$ cat src/sv/hfg_pkg.sv
`default_nettype none
package hfg_pkg;

	localparam logic [7:0]  STX         = 8'hFD;
	localparam logic [7:0]  PAYLOAD_LEN = 8'd9;
	localparam logic [7:0]  CRC_EXTRA   = 8'd50;
	localparam logic [15:0] CRC_INIT    = 16'hFFFF;
	localparam logic [7:0]  MAV_VERSION = 8'd3;
	localparam logic [31:0] PERIOD_RST  = 32'd1000;
	localparam int          FRM_BYTES   = 21;
	localparam int          POS_W       = $clog2(FRM_BYTES);
	localparam logic [POS_W-1:0] POS_LAST     = POS_W'(FRM_BYTES - 1);
	localparam logic [POS_W-1:0] POS_CRC_LO   = POS_W'(FRM_BYTES - 2);
	localparam logic [POS_W-1:0] POS_LAST_CRC = POS_W'(FRM_BYTES - 3);

	// configuration register indexes
	typedef enum logic [3:0] {
		REG_SYSTEM_ID      = 4'd0,
		REG_COMPONENT_ID   = 4'd1,
		REG_VEHICLE_TYPE   = 4'd2,
		REG_AUTOPILOT_KIND = 4'd3,
		REG_MODE_FLAGS     = 4'd4,
		REG_SYS_STATE      = 4'd5,
		REG_CUST_WORD      = 4'd6,
		REG_PERIOD_MS      = 4'd7
	} hfg_reg_t;

	typedef struct packed {
		logic [31:0] now_ms;
		logic        link_ready;
	} hfg_in_t;

	typedef struct packed {
		logic [7:0] frame_byte;
		logic       frame_end;
	} hfg_out_t;

	// one frame to send, with config captured at request time
	typedef struct packed {
		logic [7:0]  seq;
		logic [7:0]  system_id;
		logic [7:0]  component_id;
		logic [7:0]  vehicle_type;
		logic [7:0]  autopilot_kind;
		logic [7:0]  mode_flags;
		logic [7:0]  sys_state;
		logic [31:0] cust_word;
	} hfg_desc_t;

	// CRC-16/MCRF4XX, one byte
	function automatic logic [15:0] crc_step(input logic [15:0] crc, input logic [7:0] b);
		logic [7:0] t;
		t = b ^ crc[7:0];
		t = t ^ {t[3:0], 4'b0000};
		return {8'h00, crc[15:8]} ^ {t, 8'h00} ^ {5'b00000, t, 3'b000} ^ {12'h000, t[7:4]};
	endfunction

endpackage
`default_nettype wire

$ cat src/sv/hfg_front.sv
`default_nettype none
module hfg_front (
	input  logic              clk,
	input  logic              arst_n,
	input  logic              push,
	output logic              full,
	input  hfg_pkg::hfg_in_t  item,
	input  logic              cfg_valid,
	output logic              cfg_ready,
	input  logic [3:0]        cfg_index,
	input  logic [31:0]       cfg_data,
	output logic              q_push,
	output hfg_pkg::hfg_desc_t q_desc,
	input  logic              q_full
);
	import hfg_pkg::*;

	logic [7:0]  system_id_q, component_id_q, vehicle_type_q, autopilot_kind_q;
	logic [7:0]  mode_flags_q, sys_state_q;
	logic [31:0] cust_word_q, period_ms_q;

	logic [7:0]  seq_q;
	logic [31:0] last_send_q;
	logic        first_q;

	logic        accept;
	logic        due;
	logic [31:0] elapsed;

	assign full      = q_full;
	assign cfg_ready = 1'b1;
	assign accept    = push && !q_full;
	assign elapsed   = item.now_ms - last_send_q;
	assign due       = first_q || (elapsed >= period_ms_q);
	assign q_push    = accept && due && item.link_ready;

	always_comb begin
		q_desc.seq            = seq_q;
		q_desc.system_id      = system_id_q;
		q_desc.component_id   = component_id_q;
		q_desc.vehicle_type   = vehicle_type_q;
		q_desc.autopilot_kind = autopilot_kind_q;
		q_desc.mode_flags     = mode_flags_q;
		q_desc.sys_state      = sys_state_q;
		q_desc.cust_word      = cust_word_q;
	end

	always_ff @(posedge clk or negedge arst_n) begin
		if (!arst_n) begin
			system_id_q      <= 8'd1;
			component_id_q   <= 8'd1;
			vehicle_type_q   <= 8'd0;
			autopilot_kind_q <= 8'd0;
			mode_flags_q     <= 8'd1;
			sys_state_q      <= 8'd4;
			cust_word_q      <= 32'd0;
			period_ms_q      <= PERIOD_RST;
		end else if (cfg_valid) begin
			unique case (hfg_reg_t'(cfg_index))
				REG_SYSTEM_ID:      system_id_q      <= cfg_data[7:0];
				REG_COMPONENT_ID:   component_id_q   <= cfg_data[7:0];
				REG_VEHICLE_TYPE:   vehicle_type_q   <= cfg_data[7:0];
				REG_AUTOPILOT_KIND: autopilot_kind_q <= cfg_data[7:0];
				REG_MODE_FLAGS:     mode_flags_q     <= cfg_data[7:0];
				REG_SYS_STATE:      sys_state_q      <= cfg_data[7:0];
				REG_CUST_WORD:      cust_word_q      <= cfg_data;
				REG_PERIOD_MS:      period_ms_q      <= cfg_data;
				default: ;
			endcase
		end
	end

	always_ff @(posedge clk or negedge arst_n) begin
		if (!arst_n) begin
			seq_q       <= 8'd0;
			last_send_q <= 32'd0;
			first_q     <= 1'b1;
		end else if (accept && due) begin
			// sequence advances even when the link drops the frame
			seq_q <= seq_q + 8'd1;
			if (item.link_ready) begin
				last_send_q <= item.now_ms;
				first_q     <= 1'b0;
			end
		end
	end

endmodule
`default_nettype wire

$ cat src/sv/hfg_queue.sv
`default_nettype none
module hfg_queue (
	input  logic               clk,
	input  logic               arst_n,
	input  logic               wr,
	input  hfg_pkg::hfg_desc_t wr_desc,
	output logic               q_full,
	input  logic               rd,
	output hfg_pkg::hfg_desc_t rd_desc,
	output logic               rd_valid
);
	import hfg_pkg::*;

	hfg_desc_t  mem_q [2];
	logic       wr_ptr_q, rd_ptr_q;
	logic [1:0] count_q;

	assign q_full   = count_q[1];
	assign rd_valid = (count_q != 2'd0);
	assign rd_desc  = mem_q[rd_ptr_q];

	always_ff @(posedge clk) begin
		if (wr) begin
			mem_q[wr_ptr_q] <= wr_desc;
		end
	end

	always_ff @(posedge clk or negedge arst_n) begin
		if (!arst_n) begin
			wr_ptr_q <= 1'b0;
			rd_ptr_q <= 1'b0;
			count_q  <= 2'd0;
		end else begin
			if (wr) begin
				wr_ptr_q <= !wr_ptr_q;
			end
			if (rd) begin
				rd_ptr_q <= !rd_ptr_q;
			end
			case ({wr, rd})
				2'b10:   count_q <= count_q + 2'd1;
				2'b01:   count_q <= count_q - 2'd1;
				default: count_q <= count_q;
			endcase
		end
	end

endmodule
`default_nettype wire

$ cat src/sv/hfg_back.sv
`default_nettype none
module hfg_back (
	input  logic               clk,
	input  logic               arst_n,
	input  logic               desc_valid,
	input  hfg_pkg::hfg_desc_t desc,
	output logic               desc_pop,
	output logic               empty,
	input  logic               pop,
	output hfg_pkg::hfg_out_t  result
);
	import hfg_pkg::*;

	logic [POS_W-1:0] pos_q;
	logic [15:0]      crc_q;
	hfg_out_t         out_q;
	logic             out_valid_q;

	logic             advance;
	logic [7:0]       cur_byte;
	logic [15:0]      crc_final;

	assign empty     = !out_valid_q;
	assign result    = out_q;
	assign advance   = desc_valid && (!out_valid_q || pop);
	assign desc_pop  = advance && (pos_q == POS_LAST);
	assign crc_final = crc_step(crc_q, CRC_EXTRA);

	always_comb begin
		case (pos_q)
			5'd0:       cur_byte = STX;
			5'd1:       cur_byte = PAYLOAD_LEN;
			5'd4:       cur_byte = desc.seq;
			5'd5:       cur_byte = desc.system_id;
			5'd6:       cur_byte = desc.component_id;
			5'd10:      cur_byte = desc.cust_word[7:0];
			5'd11:      cur_byte = desc.cust_word[15:8];
			5'd12:      cur_byte = desc.cust_word[23:16];
			5'd13:      cur_byte = desc.cust_word[31:24];
			5'd14:      cur_byte = desc.vehicle_type;
			5'd15:      cur_byte = desc.autopilot_kind;
			5'd16:      cur_byte = desc.mode_flags;
			5'd17:      cur_byte = desc.sys_state;
			5'd18:      cur_byte = MAV_VERSION;
			POS_CRC_LO: cur_byte = crc_final[7:0];
			POS_LAST:   cur_byte = crc_final[15:8];
			default:    cur_byte = 8'h00; // flags and message id
		endcase
	end

	always_ff @(posedge clk) begin
		if (advance) begin
			out_q.frame_byte <= cur_byte;
			out_q.frame_end  <= (pos_q == POS_LAST);
			if (pos_q == '0) begin
				crc_q <= CRC_INIT;
			end else if (pos_q <= POS_LAST_CRC) begin
				crc_q <= crc_step(crc_q, cur_byte);
			end
		end
	end

	always_ff @(posedge clk or negedge arst_n) begin
		if (!arst_n) begin
			pos_q       <= '0;
			out_valid_q <= 1'b0;
		end else begin
			if (advance) begin
				out_valid_q <= 1'b1;
				pos_q       <= (pos_q == POS_LAST) ? '0 : pos_q + POS_W'(1);
			end else if (pop) begin
				out_valid_q <= 1'b0;
			end
		end
	end

endmodule
`default_nettype wire

$ cat src/sv/heartbeat_frame_generator.sv
`default_nettype none
// Periodic MAVLink v2 HEARTBEAT framer. One time request (now_ms, link_ready) is taken per
// cycle while full is low; a request that finds a frame due and the link ready queues a
// 21-byte frame (header, 9-byte payload, CRC-16/MCRF4XX low byte first), which comes out
// one byte per cycle while pop is held, frame_end marking the CRC high byte. An accepted
// request is first written into the frame queue, and the serializer then registers its
// first byte onto the result ports. A two-entry frame queue sits between the request side
// and the byte serializer, and the frame being serialized keeps its entry until its last
// byte is loaded; full is high only while both entries are taken, so sustained throughput
// is set by the one-byte-per-cycle serializer. Configuration writes are always ready
// and take effect on the next request; the frame fields are captured when the frame is
// queued.
module heartbeat_frame_generator (
	input  logic              clk,
	input  logic              arst_n,
	input  logic              push,
	output logic              full,
	input  hfg_pkg::hfg_in_t  item,
	output logic              empty,
	input  logic              pop,
	output hfg_pkg::hfg_out_t result,
	input  logic              cfg_valid,
	output logic              cfg_ready,
	input  logic [3:0]        cfg_index,
	input  logic [31:0]       cfg_data
);
	import hfg_pkg::*;

	logic      q_push, q_full, q_pop, q_valid;
	hfg_desc_t q_wr_desc, q_rd_desc;

	hfg_front u_front (
		.clk       (clk),
		.arst_n    (arst_n),
		.push      (push),
		.full      (full),
		.item      (item),
		.cfg_valid (cfg_valid),
		.cfg_ready (cfg_ready),
		.cfg_index (cfg_index),
		.cfg_data  (cfg_data),
		.q_push    (q_push),
		.q_desc    (q_wr_desc),
		.q_full    (q_full)
	);

	hfg_queue u_queue (
		.clk      (clk),
		.arst_n   (arst_n),
		.wr       (q_push),
		.wr_desc  (q_wr_desc),
		.q_full   (q_full),
		.rd       (q_pop),
		.rd_desc  (q_rd_desc),
		.rd_valid (q_valid)
	);

	hfg_back u_back (
		.clk        (clk),
		.arst_n     (arst_n),
		.desc_valid (q_valid),
		.desc       (q_rd_desc),
		.desc_pop   (q_pop),
		.empty      (empty),
		.pop        (pop),
		.result     (result)
	);

endmodule
`default_nettype wire

$ cat config.mk
export PLATFORM = sky130hd
export DESIGN_NAME = heartbeat_frame_generator
export DESIGN_NICKNAME = d
export VERILOG_FILES = /design/src/sv/hfg_pkg.sv /design/src/sv/hfg_front.sv /design/src/sv/hfg_queue.sv /design/src/sv/hfg_back.sv /design/src/sv/heartbeat_frame_generator.sv
export SDC_FILE = /design/constraint.sdc
export NUM_CORES = 1
export LEC_CHECK = 0
export BUFFER_PORTS_ARGS = -buffer_cell sky130_fd_sc_hd__buf_2
export CORE_ASPECT_RATIO = 2
export CORE_MARGIN = 1
export CORE_UTILIZATION = 35
export CTS_CLUSTER_SIZE = 40
export DETAILED_ROUTE_END_ITERATION = 6
export GPL_TIMING_DRIVEN = 0
export PLACE_DENSITY = 0.58
export SLEW_MARGIN = 20
export SYNTH_ARGS = -nofsm -noshare
export SYNTH_HDL_FRONTEND = slang
export SYNTH_HIERARCHICAL = 1
export SYNTH_SLANG_ARGS = --single-unit
$ cat constraint.sdc
create_clock -name clk -period 11.6 [get_ports clk]
set_clock_uncertainty 0.05 [all_clocks]
set_input_delay 0.58 -clock clk [delete_from_list [all_inputs] [get_ports clk]]
set_output_delay 0.58 -clock clk [all_outputs]
set_load 0.005 [all_outputs]
==> summary.md <==
| Metric | Value |
|---|---|
| Clk network pwr share | roughly 20% |
| Synth top area cells | edfxtp_1, dfrtp_1, mux2_2 |
| Hold-fix buffers, CTS | 1 |
| GP Congestion | a little over 0.9 |
| Slew @ Worst Pin | just under 1 ns |
| Crit-path cells | ha_1 > inv_1 > fa_1 > a211oi_1 > o211ai_1 > o211ai_1 > a211oi_1 > o21ai_0 > a21oi_1 > nand3b_1 > ha_1 > nand4_1 > or3_1 > a211o_1 > o211ai_1 > a211oi_4 > nor2_4 > buf_6 > inv_1 > nor2_4 > buf_16 > buf_16 > buf_12 |
| Ant diodes | 0 |
| Critical Path Fanout Max | 24 |
| Most common cell in the netlist | edfxtp_1 |
| Fin cells | 2146 |
| Worst path bufs/invs | 6 |
| Top Ports | 86 |
| P per Cell Area | 278 nW/um2 |
| Fill cell total of the finished layout | 4788 |
| CP endpoint kind | flip-flop |
| DR vias | 11100 |
| CTS Sinks | 364 |
| Worst skew pair latency | about 0.53 ns |
| Hpwl dp | 37.2 mm |
| Fin nets | 1617 |
| Initial DRC count | 675 |
| Worst EP required | 11.78 ns |
| Top post-synthesis cells by count | edfxtp_1, mux2_2, dfrtp_1, inv_1, nand2_1 |
| First-pass GRT wire length | 71.9 mm |
| Bufs on Longest Clock Path | 3 |
| Antenna-violating nets left | 0 |
| Largest net degree at the start of global routing | 68 |
| Slowest stage cell, crit path | o21ai_0 |
| GR Util All Layers | 19.0% |
| Leakage power of the design | between 8 and 9 nW |
| Core ar. | ~50000 um2 |
| Internal power | 0.00354 W |
| Chip width | 161 um |
| CP peak stage delay | 0.49 ns |
| Sw Share | 37.2% |
| WS Path Type | reg -> reg |
| Die area | 51500 um2 |
| Synth warnings | 6 |
| Rows | 116 |
| Synthesized area | 17700 um2 |
| Die Span Y | 320 um |
| Fin util | slightly above 40% |
| Max-slew headroom | 35.3% |
| Htree depth | 2 |
| Routed wire per std cell | 22.3 um |
| Finish-stage setup viols | 0 |
| Primary FF master, synth | edfxtp_1 |
| Syn nets | about 1500 |
| Hold Fails Final Rpt | 0 |
| Multi-input gate area | 6940 um2 |
| Setup crit start kind | flip-flop |
| Syn Inst Count | 1341 |
| CTS tree | yes |
| Register bit total from synthesis | ~360 |
| Post-synth top area cell | edfxtp_1 |
| Switching power | 0.00210 W |
| Placed cells | 2084 |
| Area Overhead vs Synth | 14.9% |
| WP data arrival | just under 7 ns |
| Number of synthesized flops with an enable pin | ~200 |
| Drt first pass iters | 5 |
| FMAX | 0.151 GHz |
| DRT Wirelength | 47.8 mm |
| Max-cap violations | 0 |
| DRC | 0 |
| Starting Density | 35.4% |
| Syn_area_per_cell | around 13 um2 |
| Status | completed |
| Sequential Power Share | 34.7% |
| Clock Pin Slew Worst Setup and Hold Paths | 0.06 ns |
| Reg area | 10100 um2 |
| VDD IR-drop max | 0.000163 V |
| Share of Yosys cell area claimed by the top area cell type | 34.1% |
| Asr flop ratio synth | 44.8% |
| CTS resizes | 0 |
| Port Buffer Count | 84 |
| Delay-heaviest family, CP | compound AO/OA/AOI/OAI gates |
| Synth cell types | 84 |
| Sequential fraction of the synthesis area | 57.3% |
| CP most frequent cell | o211ai_1 |
| Gate power share | 44.9% |
| CTS root buffer | clkbuf_16 |
| Share of layout cells above drive strength 1 | between 20 and 30% |
| Total gr overflow | 0 |
| Number of setup buffers added after CTS | 0 |
| DR vias/cell | 5.17 |
| Slew Limit Fails | 0 |
| Number of buffers created by CTS | 34 |
| Final period util | 57.2% |
| Worst min path class | in -> reg |
| Initial antenna violation count | 2 |
| DP Worst Slack | ~4.5 ns |
| Post-route setup slack | 4.96 ns |
| Final Critical Period | 6.64 ns |
| RSZ-0062 raised after global routing | false |
| Vias in the first global route | 11600 |
==> kinds of logic (layout without fill, tap and decap cells) <==
family	after synthesis	count (layout)	share of synthesized area [%]
xor gates and xnor gates	66	66	3.47
muxes	220	220	14.2
buffers and inverters	139	295	3.55
adders and majority gates	71	71	5.07
and+or+nand+nor	255	255	7.77
DFF	364	364	57.3
other	1	1	0.0212
AOI/OAI and AO/OA	225	225	8.64
==> through the flow <==
stage / area (um2) / setup TNS, ns / total power (W) / hold slack, ns
2_1_floorplan: 17700 / 0 / 0.00375 / 0.234
3_3_place_gp: 18900 / -61.05 / 0.00446 / 0.394
3_5_place_dp: 19200 / 0 / 0.00453 / 0.401
4_1_cts: 20300 / 0 / 0.00570 / 0.193
5_1_grt: 20300 / 0 / 0.00599 / 0.215
6_report: 20300 / 0 / 0.00564 / 0.222
==> worst register-to-register path, stage by stage, from the launching register on <==
cell and delay (ns):
dfrtp_1 0.34, ha_1 0.19, inv_1 0.06, fa_1 0.42, a211oi_1 0.42, o211ai_1 0.17
o211ai_1 0.31, a211oi_1 0.19, o21ai_0 0.49, a21oi_1 0.12, nand3b_1 0.18, ha_1 0.28
nand4_1 0.22, or3_1 0.43, a211o_1 0.24, o211ai_1 0.15, a211oi_4 0.15, nor2_4 0.40
buf_6 0.28, inv_1 0.12, nor2_4 0.46, buf_16 0.23, buf_16 0.19, buf_12 0.22
==> final timing paths <==
path | slack, ns | depth (start not counted) | end | start
setup reg to reg | 4.96 | 23 | u_queue/mem_q[0][32]$_DFFE_PP_ | u_front/last_send_q[0]$_DFFE_PN0P_
hold / removal | 0.22 | 3 | u_front/period_ms_q[16]$_DFFE_PN0P_ | cfg_data[16]
setup / recovery | 4.96 | 23 | u_queue/mem_q[0][32]$_DFFE_PP_ | u_front/last_send_q[0]$_DFFE_PN0P_
hold reg to reg | 0.42 | 0 | u_queue/mem_q[0][43]$_DFFE_PP_ | u_front/mode_flags_q[3]$_DFFE_PN0P_
min in group asynchronous | 0.48 | 2 | u_front/cust_word_q[29]$_DFFE_PN0P_ | arst_n
max in group asynchronous | 9.95 | 4 | u_front/sys_state_q[2]$_DFFE_PN1P_ | arst_n
==> power by group through the flow <==
stage               registers [W]  logic [W]  clock network, W
floorplan                 0.00195    0.00180                 0
CTS                       0.00196    0.00256           0.00118
finish                    0.00196    0.00253           0.00115
detailed placement        0.00199    0.00254                 0
global placement          0.00199    0.00247                 0
global route              0.00200    0.00277           0.00123
==> registers in the layout, summed over array words and instances, names as in the netlist, 2 cells and up <==
| register | cells |
|---|---|
| u_front/mode_flags_q | 8 |
| u_back/crc_q | 16 |
| u_back/pos_q | 5 |
| u_front/vehicle_type_q | 8 |
| u_front/period_ms_q | 32 |
| u_front/cust_word_q | 32 |
| u_back/result | 9 |
| u_front/sys_state_q | 8 |
| u_queue/count_q | 2 |
| u_front/last_send_q | 32 |
| u_front/system_id_q | 8 |
| u_front/seq_q | 8 |
| u_front/autopilot_kind_q | 8 |
| u_front/component_id_q | 8 |
| u_queue/mem_q | 176 |
==> layout make-up <==
class | count | share of cell area, %
multi-input combinational | 838 | 34.2
clock inverter | 22 | 1.09
inverter | 87 | 1.61
sequential | 364 | 49.9
tap | 649 | 4.00
clock buffer | 39 | 4.48
timing repair buffer | 95 | 3.29
buffer | 52 | 1.48
==> cells in the final DEF (no fill, tap or decap), drive strengths merged, types with 11 or more instances in the layout <==
cell    synthesis  layout
a211oi         16      16
a21o           23      23
a21oi          46      46
a22oi          13      13
and2           11      11
buf            30     124
clkbuf         22      61
clkinv          1      14
dfrtp         152     152
dfstp          11      11
edfxtp        201     201
ha             70      70
inv            86      89
mux2          215     215
nand2          78      78
nand3          28      28
nand4          13      13
nor2           37      37
nor2b          13      13
o211ai         12      12
o21ai          60      60
xnor2          37      37
xor2           27      27
==> metal layers <==
| layer | GRT usage [%] | wire length, um | share of wire [%] | vias up |
|---|---|---|---|---|
| met2 | 39.3 | 28200 | 59 | 252 |
| li1 | - | - | - | 5200 |
| met3 | 2.27 | 1570 | 3.3 | 95 |
| met5 | 0 | 28 | 0.059 | - |
| met4 | 9.31 | 2330 | 4.9 | 4 |
| met1 | 17.7 | 15600 | 33 | 5553 |
Power figures use the tool's default switching activity.
